`src/hw/rtl/cmr_pkg.sv`:
```
// Shared types and constants for the CAN message reassembler.
// No dependencies; every other file of the block imports this package.
package cmr_pkg;

    localparam int SEG_BYTES = 7;
    localparam int BYTE_W    = 8;
    localparam int IDX_W     = 7;
    localparam int CHUNK_W   = 5;
    localparam int LEN_W     = 7;
    localparam int STATUS_W  = 2;
    localparam int SEG_DATA_W = SEG_BYTES * BYTE_W;

    typedef logic [SEG_DATA_W-1:0] t_seg_data;

    // Result status codes as they appear on the output channel.
    typedef enum logic [STATUS_W-1:0] {
        STAT_STORED     = 2'd0,
        STAT_OVERFLOW   = 2'd1,
        STAT_INCOMPLETE = 2'd2,
        STAT_COMPLETE   = 2'd3
    } t_status;

    // Sequencer states of the top level.
    typedef enum logic [2:0] {
        S_IDLE,
        S_WRITE,
        S_CHECK,
        S_READ,
        S_SEND,
        S_REPLY
    } t_state;

    // Commands to the received-segment mark register.
    typedef struct packed {
        logic set;      // mark one segment as received
        logic restart;  // with set: drop all other marks first
        logic clear;    // drop all marks
    } t_mark_ctl;

endpackage

```
`src/hw/rtl/cmr_if.sv`:
```
// Valid/ready channel interfaces for the CAN message reassembler.
// Depends on cmr_pkg for the field widths.
interface cmr_in_if import cmr_pkg::*; ();
    logic              valid;
    logic              ready;
    logic [IDX_W-1:0]  seg_index;
    logic              end_flag;
    logic [BYTE_W-1:0] byte0;
    logic [BYTE_W-1:0] byte1;
    logic [BYTE_W-1:0] byte2;
    logic [BYTE_W-1:0] byte3;
    logic [BYTE_W-1:0] byte4;
    logic [BYTE_W-1:0] byte5;
    logic [BYTE_W-1:0] byte6;

    modport source (
        output valid, seg_index, end_flag, byte0, byte1, byte2, byte3, byte4, byte5, byte6,
        input  ready
    );
    modport sink (
        input  valid, seg_index, end_flag, byte0, byte1, byte2, byte3, byte4, byte5, byte6,
        output ready
    );
endinterface

interface cmr_out_if import cmr_pkg::*; ();
    logic                valid;
    logic                ready;
    logic [STATUS_W-1:0] status;
    logic [CHUNK_W-1:0]  chunk_index;
    logic [BYTE_W-1:0]   out0;
    logic [BYTE_W-1:0]   out1;
    logic [BYTE_W-1:0]   out2;
    logic [BYTE_W-1:0]   out3;
    logic [BYTE_W-1:0]   out4;
    logic [BYTE_W-1:0]   out5;
    logic [BYTE_W-1:0]   out6;
    logic [LEN_W-1:0]    message_length;
    logic                last;

    modport source (
        output valid, status, chunk_index, out0, out1, out2, out3, out4, out5, out6,
               message_length, last,
        input  ready
    );
    modport sink (
        input  valid, status, chunk_index, out0, out1, out2, out3, out4, out5, out6,
               message_length, last,
        output ready
    );
endinterface

```
`src/hw/rtl/cmr_seg_mem.sv`:
```
// Segment store: one write port and one read port with registered read data.
// Depends on cmr_pkg for the segment data type.
module cmr_seg_mem import cmr_pkg::*; #(
    parameter int DEPTH  = 18,
    parameter int ADDR_W = 5
) (
    input  logic              i_clk,
    input  logic              i_wr_en,
    input  logic [ADDR_W-1:0] i_wr_addr,
    input  t_seg_data         i_wr_data,
    input  logic              i_rd_en,
    input  logic [ADDR_W-1:0] i_rd_addr,
    output t_seg_data         o_rd_data
);

    t_seg_data r_mem [DEPTH];
    t_seg_data r_rd_data;

    always_ff @(posedge i_clk) begin
        if (i_wr_en) begin
            r_mem[i_wr_addr] <= i_wr_data;
        end
    end

    always_ff @(posedge i_clk) begin
        if (i_rd_en) begin
            r_rd_data <= r_mem[i_rd_addr];
        end
    end

    assign o_rd_data = r_rd_data;

endmodule

```
`src/hw/rtl/cmr_marks.sv`:
```
// Received-segment mark register with one bit read port for the scan.
// Depends on cmr_pkg for the command struct.
module cmr_marks import cmr_pkg::*; #(
    parameter int NSEG  = 18,
    parameter int SEG_W = 5
) (
    input  logic             i_clk,
    input  logic             i_rst_n,
    input  t_mark_ctl        i_ctl,
    input  logic [SEG_W-1:0] i_set_idx,
    input  logic [SEG_W-1:0] i_rd_idx,
    output logic             o_rd_mark
);

    logic [NSEG-1:0] r_marks;
    logic [NSEG-1:0] n_marks;

    always_comb begin
        n_marks = r_marks;
        if (i_ctl.clear) begin
            n_marks = '0;
        end else if (i_ctl.set) begin
            if (i_ctl.restart) begin
                n_marks = '0;
            end
            n_marks[i_set_idx] = 1'b1;
        end
    end

    always_ff @(posedge i_clk) begin
        if (!i_rst_n) begin
            r_marks <= '0;
        end else begin
            r_marks <= n_marks;
        end
    end

    assign o_rd_mark = r_marks[i_rd_idx];

endmodule

```
`src/hw/rtl/can_message_reassembler_unit.sv`:
```
// Top level of the CAN message reassembler: sequencer and output register.
// Depends on cmr_pkg, cmr_if, cmr_seg_mem and cmr_marks.
//
// The block takes one CAN frame per input transfer (segment index, end flag
// and seven payload bytes) and works on it alone; the input is ready only
// while the sequencer is idle. A segment at or beyond MAX_BYTES/7 is dropped
// and answered with an overflow status. Any other segment is written to the
// segment memory and marked as received; segment 0 drops all older marks.
// A frame without the end flag is answered with a stored status. On an end
// frame a single mark reader walks the marks from segment 0 to the end index,
// one per cycle, and stops at the first gap with an incomplete status. If all
// are present, the segments are read back from the memory one at a time and
// sent as complete-segment results carrying the message length
// (index + 1) * 7, the last one flagged. All marks are cleared after an end
// frame that is in range. Each segment is read from the memory and then loaded
// into the output register; a result that the sink has not yet taken holds
// the sequencer until the output register is free. The memory needs no
// clearing after reset.
module can_message_reassembler_unit import cmr_pkg::*; #(
    parameter int MAX_BYTES = 128
) (
    input  logic      i_clk,
    input  logic      i_rst_n,
    cmr_in_if.sink    i_in,
    cmr_out_if.source o_out
);

    localparam int NSEG       = MAX_BYTES / SEG_BYTES;
    localparam int SEG_W      = (NSEG > 1) ? $clog2(NSEG) : 1;
    localparam int LEN_FULL_W = SEG_W + 3;
    localparam logic [IDX_W:0] NSEG_LIM = (IDX_W + 1)'(NSEG);

    // Sequencer and captured frame.
    t_state           r_state;
    t_state           n_state;
    logic [SEG_W-1:0] r_idx;
    logic             r_end;
    logic             r_in_range;
    t_seg_data        r_data;
    logic [SEG_W-1:0] r_cnt;
    logic [SEG_W-1:0] n_cnt;
    t_status          r_status;
    t_status          n_status;

    // Output register.
    logic                r_out_valid;
    t_status             r_o_status;
    logic [CHUNK_W-1:0]  r_o_chunk;
    t_seg_data           r_o_data;
    logic [LEN_W-1:0]    r_o_len;
    logic                r_o_last;

    logic                  w_accept;
    logic                  w_slot_free;
    logic                  w_load;
    logic                  w_send;
    logic                  w_wr_en;
    logic                  w_rd_en;
    logic                  w_rd_mark;
    t_mark_ctl             w_mark_ctl;
    t_seg_data             w_rd_data;
    logic [LEN_FULL_W-1:0] w_len_full;

    assign i_in.ready  = (r_state == S_IDLE);
    assign w_accept    = i_in.valid && (r_state == S_IDLE);
    assign w_slot_free = !r_out_valid || o_out.ready;

    // Message length is (end index + 1) * 7, kept to the field width.
    assign w_len_full = (LEN_FULL_W'(r_idx) + LEN_FULL_W'(1)) * LEN_FULL_W'(SEG_BYTES);

    cmr_seg_mem #(
        .DEPTH  (NSEG),
        .ADDR_W (SEG_W)
    ) u_seg_mem (
        .i_clk     (i_clk),
        .i_wr_en   (w_wr_en),
        .i_wr_addr (r_idx),
        .i_wr_data (r_data),
        .i_rd_en   (w_rd_en),
        .i_rd_addr (r_cnt),
        .o_rd_data (w_rd_data)
    );

    cmr_marks #(
        .NSEG  (NSEG),
        .SEG_W (SEG_W)
    ) u_marks (
        .i_clk     (i_clk),
        .i_rst_n   (i_rst_n),
        .i_ctl     (w_mark_ctl),
        .i_set_idx (r_idx),
        .i_rd_idx  (r_cnt),
        .o_rd_mark (w_rd_mark)
    );

    // Next state and control for the sequencer.
    always_comb begin
        n_state    = r_state;
        n_cnt      = r_cnt;
        n_status   = r_status;
        w_mark_ctl = '0;
        w_wr_en    = 1'b0;
        w_rd_en    = 1'b0;
        w_load     = 1'b0;
        w_send     = 1'b0;
        case (r_state)
            S_IDLE: begin
                if (w_accept) begin
                    n_state = S_WRITE;
                end
            end
            S_WRITE: begin
                if (!r_in_range) begin
                    n_status = STAT_OVERFLOW;
                    n_state  = S_REPLY;
                end else begin
                    w_wr_en            = 1'b1;
                    w_mark_ctl.set     = 1'b1;
                    w_mark_ctl.restart = (r_idx == '0);
                    if (!r_end) begin
                        n_status = STAT_STORED;
                        n_state  = S_REPLY;
                    end else begin
                        n_cnt   = '0;
                        n_state = S_CHECK;
                    end
                end
            end
            S_CHECK: begin
                // One mark per cycle, from segment 0 up to the end index.
                if (!w_rd_mark) begin
                    w_mark_ctl.clear = 1'b1;
                    n_status         = STAT_INCOMPLETE;
                    n_state          = S_REPLY;
                end else if (r_cnt == r_idx) begin
                    w_mark_ctl.clear = 1'b1;
                    n_cnt            = '0;
                    n_state          = S_READ;
                end else begin
                    n_cnt = r_cnt + 1'b1;
                end
            end
            S_READ: begin
                w_rd_en = 1'b1;
                n_state = S_SEND;
            end
            S_SEND: begin
                if (w_slot_free) begin
                    w_load = 1'b1;
                    w_send = 1'b1;
                    if (r_cnt == r_idx) begin
                        n_state = S_IDLE;
                    end else begin
                        n_cnt   = r_cnt + 1'b1;
                        n_state = S_READ;
                    end
                end
            end
            S_REPLY: begin
                if (w_slot_free) begin
                    w_load  = 1'b1;
                    n_state = S_IDLE;
                end
            end
            default: begin
                n_state = S_IDLE;
            end
        endcase
    end

    always_ff @(posedge i_clk) begin
        if (!i_rst_n) begin
            r_state <= S_IDLE;
        end else begin
            r_state <= n_state;
        end
    end

    always_ff @(posedge i_clk) begin
        r_cnt    <= n_cnt;
        r_status <= n_status;
        if (w_accept) begin
            r_idx      <= i_in.seg_index[SEG_W-1:0];
            r_end      <= i_in.end_flag;
            r_in_range <= ({1'b0, i_in.seg_index} < NSEG_LIM);
            r_data     <= {i_in.byte6, i_in.byte5, i_in.byte4, i_in.byte3,
                           i_in.byte2, i_in.byte1, i_in.byte0};
        end
    end

    // The output register holds one result until the sink takes it.
    always_ff @(posedge i_clk) begin
        if (!i_rst_n) begin
            r_out_valid <= 1'b0;
        end else if (w_load) begin
            r_out_valid <= 1'b1;
        end else if (o_out.ready) begin
            r_out_valid <= 1'b0;
        end
    end

    always_ff @(posedge i_clk) begin
        if (w_load) begin
            if (w_send) begin
                r_o_status <= STAT_COMPLETE;
                r_o_chunk  <= CHUNK_W'(r_cnt);
                r_o_data   <= w_rd_data;
                r_o_len    <= w_len_full[LEN_W-1:0];
                r_o_last   <= (r_cnt == r_idx);
            end else begin
                r_o_status <= r_status;
                r_o_chunk  <= '0;
                r_o_data   <= '0;
                r_o_len    <= '0;
                r_o_last   <= 1'b1;
            end
        end
    end

    assign o_out.valid          = r_out_valid;
    assign o_out.status         = r_o_status;
    assign o_out.chunk_index    = r_o_chunk;
    assign o_out.out0           = r_o_data[0*BYTE_W +: BYTE_W];
    assign o_out.out1           = r_o_data[1*BYTE_W +: BYTE_W];
    assign o_out.out2           = r_o_data[2*BYTE_W +: BYTE_W];
    assign o_out.out3           = r_o_data[3*BYTE_W +: BYTE_W];
    assign o_out.out4           = r_o_data[4*BYTE_W +: BYTE_W];
    assign o_out.out5           = r_o_data[5*BYTE_W +: BYTE_W];
    assign o_out.out6           = r_o_data[6*BYTE_W +: BYTE_W];
    assign o_out.message_length = r_o_len;
    assign o_out.last           = r_o_last;

endmodule
```
`src/flat_wrapper.sv`:
```
// flat-port wrapper written by rule: the top's interface ports become plain ports
module can_message_reassembler_unit_flat import cmr_pkg::*;
#(
    parameter int MAX_BYTES = 128
)
  (i_clk, i_rst_n, i_in_valid, i_in_seg_index, i_in_end_flag, i_in_byte0, i_in_byte1, i_in_byte2, i_in_byte3, i_in_byte4, i_in_byte5, i_in_byte6, i_in_ready, o_out_valid, o_out_status, o_out_chunk_index, o_out_out0, o_out_out1, o_out_out2, o_out_out3, o_out_out4, o_out_out5, o_out_out6, o_out_message_length, o_out_last, o_out_ready);
  cmr_in_if i_in_i ();
  cmr_out_if o_out_i ();
  input  logic i_clk;
  input  logic i_rst_n;
  input wire logic [$bits(i_in_i.valid)-1:0] i_in_valid;
  input wire logic [$bits(i_in_i.seg_index)-1:0] i_in_seg_index;
  input wire logic [$bits(i_in_i.end_flag)-1:0] i_in_end_flag;
  input wire logic [$bits(i_in_i.byte0)-1:0] i_in_byte0;
  input wire logic [$bits(i_in_i.byte1)-1:0] i_in_byte1;
  input wire logic [$bits(i_in_i.byte2)-1:0] i_in_byte2;
  input wire logic [$bits(i_in_i.byte3)-1:0] i_in_byte3;
  input wire logic [$bits(i_in_i.byte4)-1:0] i_in_byte4;
  input wire logic [$bits(i_in_i.byte5)-1:0] i_in_byte5;
  input wire logic [$bits(i_in_i.byte6)-1:0] i_in_byte6;
  output wire logic [$bits(i_in_i.ready)-1:0] i_in_ready;
  output wire logic [$bits(o_out_i.valid)-1:0] o_out_valid;
  output wire logic [$bits(o_out_i.status)-1:0] o_out_status;
  output wire logic [$bits(o_out_i.chunk_index)-1:0] o_out_chunk_index;
  output wire logic [$bits(o_out_i.out0)-1:0] o_out_out0;
  output wire logic [$bits(o_out_i.out1)-1:0] o_out_out1;
  output wire logic [$bits(o_out_i.out2)-1:0] o_out_out2;
  output wire logic [$bits(o_out_i.out3)-1:0] o_out_out3;
  output wire logic [$bits(o_out_i.out4)-1:0] o_out_out4;
  output wire logic [$bits(o_out_i.out5)-1:0] o_out_out5;
  output wire logic [$bits(o_out_i.out6)-1:0] o_out_out6;
  output wire logic [$bits(o_out_i.message_length)-1:0] o_out_message_length;
  output wire logic [$bits(o_out_i.last)-1:0] o_out_last;
  input wire logic [$bits(o_out_i.ready)-1:0] o_out_ready;
  assign i_in_i.valid = i_in_valid;
  assign i_in_i.seg_index = i_in_seg_index;
  assign i_in_i.end_flag = i_in_end_flag;
  assign i_in_i.byte0 = i_in_byte0;
  assign i_in_i.byte1 = i_in_byte1;
  assign i_in_i.byte2 = i_in_byte2;
  assign i_in_i.byte3 = i_in_byte3;
  assign i_in_i.byte4 = i_in_byte4;
  assign i_in_i.byte5 = i_in_byte5;
  assign i_in_i.byte6 = i_in_byte6;
  assign i_in_ready = i_in_i.ready;
  assign o_out_valid = o_out_i.valid;
  assign o_out_status = o_out_i.status;
  assign o_out_chunk_index = o_out_i.chunk_index;
  assign o_out_out0 = o_out_i.out0;
  assign o_out_out1 = o_out_i.out1;
  assign o_out_out2 = o_out_i.out2;
  assign o_out_out3 = o_out_i.out3;
  assign o_out_out4 = o_out_i.out4;
  assign o_out_out5 = o_out_i.out5;
  assign o_out_out6 = o_out_i.out6;
  assign o_out_message_length = o_out_i.message_length;
  assign o_out_last = o_out_i.last;
  assign o_out_i.ready = o_out_ready;
  can_message_reassembler_unit #(.MAX_BYTES(MAX_BYTES)) u_core (.i_clk(i_clk), .i_rst_n(i_rst_n), .i_in(i_in_i), .o_out(o_out_i));
endmodule
```
`config.mk`:
```
export PLATFORM = sky130hd
export DESIGN_NAME = can_message_reassembler_unit_flat
export DESIGN_NICKNAME = d
export VERILOG_FILES = /design/src/hw/rtl/cmr_pkg.sv /design/src/hw/rtl/cmr_if.sv /design/src/hw/rtl/cmr_seg_mem.sv /design/src/hw/rtl/cmr_marks.sv /design/src/hw/rtl/can_message_reassembler_unit.sv /design/src/flat_wrapper.sv
export SDC_FILE = /design/constraint.sdc
export NUM_CORES = 1
export LEC_CHECK = 0
export BUFFER_PORTS_ARGS = -buffer_cell sky130_fd_sc_hd__buf_2
export CAP_MARGIN = 15
export CORE_ASPECT_RATIO = 0.7
export CORE_UTILIZATION = 45
export CTS_CLUSTER_SIZE = 25
export DETAILED_ROUTE_END_ITERATION = 8
export SETUP_SLACK_MARGIN = 0.4
export SLEW_MARGIN = 5
export SYNTH_ARGS = -nofsm -noshare
export SYNTH_HDL_FRONTEND = slang
export SYNTH_HIERARCHICAL = 1
export SYNTH_SLANG_ARGS = --single-unit
```
`constraint.sdc`:
```
create_clock -name i_clk -period 6.81 [get_ports i_clk]
set_input_delay 0.681 -clock i_clk [delete_from_list [all_inputs] [get_ports i_clk]]
set_output_delay 0.681 -clock i_clk [all_outputs]
set_load 0.1 [all_outputs]
```
==> metrics, run 1 <==
clock latency on the worst-skew pair roughly 0.72 ns; share of cells above drive strength 1 roughly 24%; Synth Cell Area 0.0466 mm^2; leading area contributor after synthesis edfxtp_1; nets 2502; Tightest Pin Transition 1.20 ns; Primary FF master, synth edfxtp_1; worst vdd ir 591 uV; GRT Total Usage between 10% and 20%; Synth Warn # 6; Setup crit end kind flip-flop; outcome complete, no violations; Seq cells post-synth roughly 1200; clock buffer depth 3; H-tree lvl count 3; Core Util, Final 51.4%; post-synthesis async set-or-reset flop share 0%; Cells after Synth 2244; initial antenna violation count 2; Layout area overhead 13.0%; die width 387 um; critical path arrival 4.03 ns; largest net degree at the start of global routing around 150; post-CTS setup buffers 0; routed wire length 102 mm; Pwr Density just over 400 mW/mm^2; Detail Route Antenna Nets 0; leak pwr roughly 17 nW; Final Hold Fails 0; total grt overflow 0; 1st-pass router iterations 6; initial core utilization between 40% and 50%; clk root buf clkbuf_16; crit start category flip-flop; initial drt markers between 1500 and 2000; TritonCTS Buffers 113; Area after DPL roughly 0.049 mm^2; setup violators final 0; fin area roughly 0.053 mm^2; Routed wire per std cell 26.2 um; area of the core a little over 0.1 mm^2; Die Height between 200 and 300 um; DPL Wire Length 52.2 mm; # resized after CTS 0; Distinct cells, synth 58; CP required a little over 7 ns; CP max stage delay ~0.75 ns; Rel. slew slack about a fifth; Seq/Total Area, Yosys slightly below 80%; gp weighted congestion ~0.73; row count 98; total number of vias 22077; Non-Filler Instances 3868; Fmax achieved 271 MHz; CP max FO 41; Final Skew approximately 0.029 ns; Synth Area per Inst 20.8 um^2; CP Cell Sequence nor3b_1 -> and2_1 -> or3b_2 -> nor2_4 -> buf_4; CTS tree yes; vias in the first global route 22954; first-pass GRT wire length roughly 150 mm; syn_nets approximately 2300; DR DRC count 0; Synth top area share between 70 and 80%; I/O Buffers 140; mean number of vias per cell ~5.7; clk slew on worst S/H paths around 0.07 ns; Post-synth EDFFs 1205; CTS Hold Bufs 0; CTS Sinks roughly 1200; Crit-path slowest cell buf_4; setup_tns 0 ns; period utilization 54.3%; IO Count 141; Tmin final approximately 3.7 ns; Synth area leaders edfxtp_1, mux4_2, mux2i_1, mux2_2, a221oi_1; Cell Count Post-Placement between 3000 and 4000; Slew Limit Fails 0; Min-Delay Path Class input pin to flip-flop; Die ar. ~0.10 mm^2; WS Path Type flip-flop to flip-flop; total of max-cap violations 0; RSZ-0062 raised after global routing no
[cell type report]
| class | count | area [um^2] |
|---|---|---|
| tap | 1350 | 1690 |
| inverter | 8 | 30.0 |
| antenna | 1 | 2.50 |
| sequential | 1227 | 36600 |
| fill | 7953 | 49700 |
| clock inverter | 82 | 792 |
| multi-input combinational | 892 | 9490 |
| clock buffer | 128 | 2930 |
| timing repair buffer | 180 | 1100 |
[flip-flops by register name, summed over array words and instances (netlist names)]
signal                       flops
u_core/u_seg_mem/r_mem        1008
u_core/r_data                   56
u_core/r_o_data                 56
u_core/u_seg_mem/o_rd_data      56
u_core/u_marks/r_marks          18
u_core/o_out.message_length      7
u_core/o_out.chunk_index         5
u_core/r_cnt                     5
u_core/r_idx                     5
u_core/r_state                   3
u_core/o_out.status              2
u_core/r_status                  2
u_core/o_out.last                1
u_core/o_out.valid               1
u_core/r_end                     1
u_core/r_in_range                1
[worst max-delay path, delay by kind of cell (launching register included)]
family | cells | cell delay, ns
buffers and inverters | 1 | 0.75
DFF | 1 | 0.58
and+or+nand+nor | 4 | 1.92
[logic make-up (layout without fill, tap and decap cells)]
logic type	count (synthesis)	after routing	synth area share [%]
flip-flops	1227	1227	78.6
multiplexers	400	400	13.3
AND/OR/NAND/NOR	251	251	2.77
AO/OA/AOI/OAI	212	212	3.25
buffers and inverters	125	398	1.43
XOR/XNOR	17	17	0.320
adder cells (fa/ha/maj)	12	12	0.354
other	0	1	0
[path summary, 6_finish.rpt]
| path | cells past startpoint | slack, ns | start | end |
|---|---|---|---|---|
| worst min register to register | 1 | 0.51 | u_core/r_status[0]$_SDFFCE_PP0P_ | u_core/o_out.status[0]$_SDFFCE_PP1P_ |
| worst max register to register | 5 | 3.11 | u_core/r_state[0]$_SDFFE_PN0P_ | u_core/u_seg_mem/r_mem[16][52]$_DFFE_PP_ |
| worst min-delay path | 1 | 0.13 | i_in_byte3[3] | u_core/r_data[27]$_DFFE_PP_ |
| worst max-delay path | 5 | 3.11 | u_core/r_state[0]$_SDFFE_PN0P_ | u_core/u_seg_mem/r_mem[16][52]$_DFFE_PP_ |
[cells in the final DEF, fill, tap and decap left out, types with 34 or more instances in the layout]
cell / count
clkbuf_16: 115
mux2i_1: 174
o21ai_1: 56
a221oi_1: 56
mux4_2: 169
o211ai_1: 57
nor2_1: 34
buf_2: 140
edfxtp_1: 1205
mux2_2: 57
nand2_1: 72
and2_1: 66
[layer usage]
layer	up-vias	share of wire [%]	GRT usage, %
li1	9556	-	-
met1	11782	45	27.7
met2	605	48	31.4
met3	134	5.4	3.33
met4	0	1.7	4.38
met5	-	0	0
[synthesized netlist by cell type, drive strengths merged, types with 3 or more instances]
cell type / count
mux4: 169
buf: 67
clkbuf: 50
mux2i: 174
and3: 3
nor2: 50
nand2: 72
o21ai: 58
xnor2: 8
nand4b: 3
and2: 68
nand3: 10
edfxtp: 1205
nand4: 3
a22oi: 18
ha: 10
nor3: 7
nor3b: 5
a221oi: 57
nand2b: 9
a21oi: 9
xor2: 9
o211ai: 58
nor2b: 6
mux2: 57
inv: 8
or2: 3
dfxtp: 22
[power by group]
group	total [mW]	switching [mW]	internal, mW
clock network	6.35	2.74	3.61
logic	5.66	3.58	2.08
registers	9.83	0.553	9.28
[per-stage QoR]
stage               hold slack, ns  power [mW]  worst slack [ns]
CTS                         0.0725        22.1              3.10
global placement             0.482        15.6              3.22
detailed placement           0.493        15.7              3.11
finish                       0.133        21.8              3.11
global route                0.0945        22.7              2.94
floorplan                    0.465        14.1             0.890
Power figures use the tool's default switching activity.
==> run 2: changes to the inputs <==
Clock period 6.81 ns to 3 ns, I/O delays scaled along.
==> metrics, run 2 (synthesis results as in run 1) <==
DPL Wire Length 54.9 mm (+5.3%); Hold Path Depth 5 (+4); Setup WS post-layout 0.417 ns (-2.70 ns); initial core utilization 45.5% (unchanged); first-pass GRT wire length 156 mm (+3.8%); leak pwr 17.8 nW (+5.3%); worst vdd ir 492 uV (-17%); RSZ-0062 raised after global routing yes; min-delay src i_in_valid; Crit-path slowest cell edfxtp_1; Die ar. 0.105 mm^2 (unchanged); total of max-cap violations 0 (unchanged); row count 98 (unchanged); final hold slack 0.173 ns (+0.0401 ns); CP required 3.46 ns (-3.68 ns); Die Height 271 um (unchanged); setup violators final 0 (unchanged); CP Launch Point u_core/r_idx[0]$_DFFE_PP_; pre-CTS setup slack 0.130 ns (-2.98 ns); gp weighted congestion 0.774 (+5.4%); reg2reg path depth 11 (+6); outcome complete, no violations; CP max stage delay 0.46 ns (-0.29 ns); Cell Count Post-Placement 3705 (+1.3%); Layout area overhead 17.4%; mean number of vias per cell 5.67 (-0.63%); post-layout total power 51.1 mW (+130%); r2r startpoint u_core/r_idx[0]$_DFFE_PP_; initial drt markers 1700 (+1.3%); most common cell after layout, fill and taps aside edfxtp_1; cell count along the critical path 11 (+6); GRT Total Usage 20.3% (+0.95 points); total grt overflow 0 (unchanged); CP Cell Sequence buf_12 -> inv_2 -> ha_4 -> xnor2_4 -> xnor2_1 -> ha_1 -> fa_2 -> a21o_1 -> a21oi_1 -> or4_1 -> nand2_1; crit start category flip-flop; Largest register FFs 1008 (unchanged); commonest cells after routing, fill and taps aside edfxtp_1, mux2i_1, mux4_2; Final Skew 0.0198 ns (-0.00893 ns); area of the core 0.102 mm^2 (unchanged); vias in the first global route 23350 (+1.7%); largest net degree at the start of global routing 72 (-50%); Tmin final 2.58 ns (-1.11 ns); 1st-pass router iterations 5 (-1); Slew Limit Fails 0 (unchanged); critical path arrival 3.04 ns (-0.99 ns); n_diodes 0 (-1); Routed wire per std cell 26.6 um (+1.2%); clk root buf clkbuf_16; Largest Register u_core/u_seg_mem/r_mem; CTS tree yes; Tightest Pin Transition 0.825 ns (-0.379 ns); Min-Delay Path Class input pin to flip-flop; DR DRC count 0 (unchanged); period utilization 86.1% (+32 points); Fmax achieved 387 MHz (+43%); Core Util, Final 53.4% (+2.0 points); share of cells above drive strength 1 26.4% (+2.3 points); Pwr Density 934 mW/mm^2 (+130%); routed wire length 107 mm (+5.0%); H-tree lvl count 3 (unchanged); initial antenna violation count 2 (unchanged); I/O Buffers 140 (unchanged); WS Path Type flip-flop to flip-flop; Detail Route Antenna Nets 0 (unchanged); Setup crit end kind flip-flop; Non-Filler Instances 4012 (+3.7%); clock latency on the worst-skew pair 0.72 ns (about the same); CP top delay family adder cells; CP max FO 8 (-80%); Rel. slew slack 44.9% (+25 points); total number of vias 22754 (+3.1%); die width 387 um (unchanged); clk slew on worst S/H paths 0.06 ns (about the same); CTS Sinks 1227 (unchanged); Buf/Inv on CP 2 (+1); clock buffer depth 3 (unchanged); Final Hold Fails 0 (unchanged); nets 2640 (+5.5%); TritonCTS Buffers 115 (+1.8%); IO Count 141 (unchanged)
-- run 2: layout make-up --
type                            count  area (um^2)
Multi-Input combinational cell    892         9650
Fill cell                        7773        47700
Timing Repair Buffer              316         2850
Inverter                            8         30.0
Clock inverter                     86          857
Clock buffer                      133         3010
Sequential cell                  1227        36600
Tap cell                         1350         1690
-- run 2: where the power goes --
part	leakage (nW)	switching, mW	internal (mW)
Sequential	11.1	1.18	21.1
Combinational	4.86	8.51	5.53
Clock	1.89	6.30	8.56
Total	17.8	16.0	35.1
-- run 2: path summary, 6_finish.rpt --
path	endpoint	slack, ns
setup / recovery	u_core/o_out.message_length[6]$_SDFFCE_PN0P_	0.42
setup reg to reg	u_core/o_out.message_length[6]$_SDFFCE_PN0P_	0.42
hold / removal	u_core/r_state[0]$_SDFFE_PN0P_	0.17
hold reg to reg	u_core/u_marks/r_marks[8]$_SDFFE_PP0P_	0.52
-- run 2: metal layers --
| metal | vias up | global-route usage (%) | share of wire (%) |
|---|---|---|---|
| li1 | 9836 | - | - |
| met1 | 12085 | 29.2 | 45 |
| met2 | 671 | 32.4 | 47 |
| met3 | 162 | 3.32 | 5.7 |
| met4 | 0 | 5.73 | 2.4 |
| met5 | - | 0 | 0 |
-- run 2: what timing repair did --
| action | 4_1_cts | 5_1_grt |
|---|---|---|
| hold buffers | 66 | 0 |
| pin swaps | 3 | 4 |
| setup endpoints to repair | 59 | 179 |
| buffers inserted | 2 | 18 |
| resized for setup | 9 | 14 |
| cloned | 1 | 1 |
| endpoints found under the hold margin | 67 | 0 |
-- run 2: through the flow --
stage,setup TNS (ns),area [um^2]
3_3_place_gp,0,49800
5_1_grt,0,54700
4_1_cts,0,54400
3_5_place_dp,0,49800
2_1_floorplan,-112.98,46800
6_report,0,54700
-- run 2: tightest hold or removal path: stages --
cell and delay, ns:
buf_2 0.11, nor3_1 0.15, a21oi_1 0.06, o221ai_1 0.17, a311oi_1 0.05
==> run 3: changes to the inputs <==
Settings changed: CORE_UTILIZATION 45 to 50, CTS_BUF_LIST set to sky130_fd_sc_hd__clkbuf_4 sky130_fd_sc_hd__clkbuf_8, PLACE_DENSITY set to 0.69.
==> metrics, run 3 (synthesis results as in run 1) <==
outcome complete, no violations; grt met3 use 3.73% (+0.42 points); vias in the first global route 23643 (+1.3%); DPL Wire Length 50.9 mm (-7.3%); GRT Total Usage 21.6% (+1.2 points); reg-to-reg endpoint u_core/o_out.message_length[6]$_SDFFCE_PN0P_; Largest register FFs 1008 (unchanged); Pwr Density 901 mW/mm^2 (-3.6%); WS Path Type flip-flop to flip-flop; 1st-pass router iterations 6 (+1); total of max-cap violations 0 (unchanged); Slew Limit Fails 0 (unchanged); Endpoint, Worst Hold u_core/r_data[39]$_DFFE_PP_; initial antenna violation count 3 (+1); H-tree lvl count 4 (+1); critical path arrival 3.36 ns (+0.32 ns); Rel. slew slack 46.6% (+1.7 points); reg2reg setup slack 0.36 ns (-0.06 ns); row count 93 (-5.1%); nets 2674 (+1.3%); clk slew on worst S/H paths 0.06 ns (about the same); CTS Sinks 1227 (unchanged); clock buffer depth 3 (unchanged); reg2reg path depth 10 (-1); die width 367 um (-5.1%); period utilization 88.0% (+1.9 points); post-layout total power 48.4 mW (-5.4%); first-pass GRT wire length 150 mm (-4.2%); GR peak layer met2; FF+latch area 0.0366 mm^2 (about the same); Detail Route Antenna Nets 0 (unchanged); Largest Register u_core/u_seg_mem/r_mem; Routed wire per std cell 25.8 um (-2.9%); routed wire length 102 mm (-4.3%); Layout area overhead 15.3%; I/O Buffers 140 (unchanged); area of the core 0.0922 mm^2 (-10%); largest net degree at the start of global routing 103 (+43%); initial core utilization 50.6% (+5.1 points); Setup WS post-layout 0.361 ns (-0.0567 ns); met1 usage 31.1% (+1.9 points); DR DRC count 0 (unchanged); M2 GR Usage 33.7% (+1.3 points); Final Skew 0.0337 ns (+0.0140 ns); Min-Delay Path Class input pin to flip-flop; total grt overflow 0 (unchanged); Final Hold Fails 0 (unchanged); most common cell after layout, fill and taps aside edfxtp_1; initial drt markers 2280 (+34%); multi-input logic area 0.00966 mm^2 (+0.10%); gp weighted congestion 0.800 (+3.3%); Fill cells 6710 (-14%); clk root buf clkbuf_8; CP max FO 13 (+5); r2r startpoint u_core/r_idx[0]$_DFFE_PP_; CP required 3.72 ns (+0.26 ns); worst vdd ir 708 uV (+44%); mean number of vias per cell 5.86 (+3.3%); Die Height 257 um (-5.1%); pre-CTS setup slack 0.168 ns (+0.0384 ns); share of cells above drive strength 1 28.2% (+1.9 points); commonest cells after routing, fill and taps aside edfxtp_1, clkbuf_8, mux2i_1; Fmax achieved 379 MHz (-2.1%); CTS tree yes; final hold slack 0.157 ns (-0.0161 ns); min-delay src i_in_byte4[7]; leak pwr 17.5 nW (-1.8%); RSZ-0062 raised after global routing yes; Die ar. 0.0944 mm^2 (-9.9%); TritonCTS Buffers 175 (+52%); crit start category flip-flop; setup violators final 0 (unchanged); Tightest Pin Transition 0.801 ns (-0.0242 ns); Setup crit end kind flip-flop; Hold Path Depth 2 (-3); clock latency on the worst-skew pair 0.85 ns (+0.13 ns); total number of vias 23160 (+1.8%); IO Count 141 (unchanged); Tmin final 2.64 ns (+0.0567 ns)
## run 3: power breakdown
part	total, mW	switching (mW)	internal [mW]
clock network	12.4	6.10	6.33
logic	13.8	8.47	5.32
registers	22.2	1.12	21.1
total	48.4	15.7	32.7
## run 3: worst max path at each step
stage | startpoint | to | slack (ns) | cells after the start
6_report | u_core/r_idx[0]$_DFFE_PP_ | u_core/o_out.message_length[6]$_SDFFCE_PN0P_ | 0.36 | 10
3_5_place_dp | u_core/r_idx[1]$_DFFE_PP_ | u_core/o_out.message_length[6]$_SDFFCE_PN0P_ | 0.17 | 9
4_1_cts | u_core/r_idx[0]$_DFFE_PP_ | u_core/o_out.message_length[6]$_SDFFCE_PN0P_ | 0.32 | 9
5_1_grt | u_core/r_idx[0]$_DFFE_PP_ | u_core/o_out.message_length[6]$_SDFFCE_PN0P_ | 0.28 | 10
3_3_place_gp | u_core/r_idx[0]$_DFFE_PP_ | u_core/o_out.message_length[6]$_SDFFCE_PN0P_ | 0.21 | 9
2_1_floorplan | u_core/r_state[0]$_SDFFE_PN0P_ | u_core/u_seg_mem/r_mem[0][0]$_DFFE_PP_ | -0.61 | 5
## run 3: area by class of cell
class                      instances  area share [%]
clock inverter                    71           0.710
clock buffer                     229            5.35
timing repair buffer             289            4.85
inverter                           8          0.0559
sequential                      1227            68.2
antenna                            1         0.00466
multi-input combinational        893            18.0
tap                             1235            2.88
## run 3: worst max-delay path: stages, from the launching register on
cell and delay (ns):
edfxtp_1 0.46, buf_12 0.19, nand3_1 0.13, xor2_2 0.23, buf_4 0.15, xor2_1 0.15, ha_2 0.31, ha_1 0.33
a21oi_2 0.07, or4_1 0.40, nand2_1 0.08
## run 3: through the flow
stage / TNS [ns] / util [%] / instance area, um^2 / cells
after global placement: 0 / 53.7 / 49500 / 3569
final: 0 / 58.3 / 53700 / 3953
after floorplan: -112.98 / - / 46800 / 2244
after CTS: 0 / 58.1 / 53500 / 3937
after detailed placement: 0 / 53.7 / 49500 / 3569
after global routing: 0 / 58.3 / 53700 / 3953
## run 3: metal layers
layer	wire (um)	vias up
met2	48200	957
li1	-	9916
met1	44500	12138
met3	7350	149
met5	0	-
met4	2040	0
## run 3: what timing repair did
action / 4_1_cts / 5_1_grt
gates cloned: 0 / 2
resized for setup: 13 / 13
setup endpoints to repair: 83 / 196
pin swaps: 2 / 5
buffers inserted: 1 / 13
hold buffers: 67 / 0
hold endpoints to repair: 85 / 0
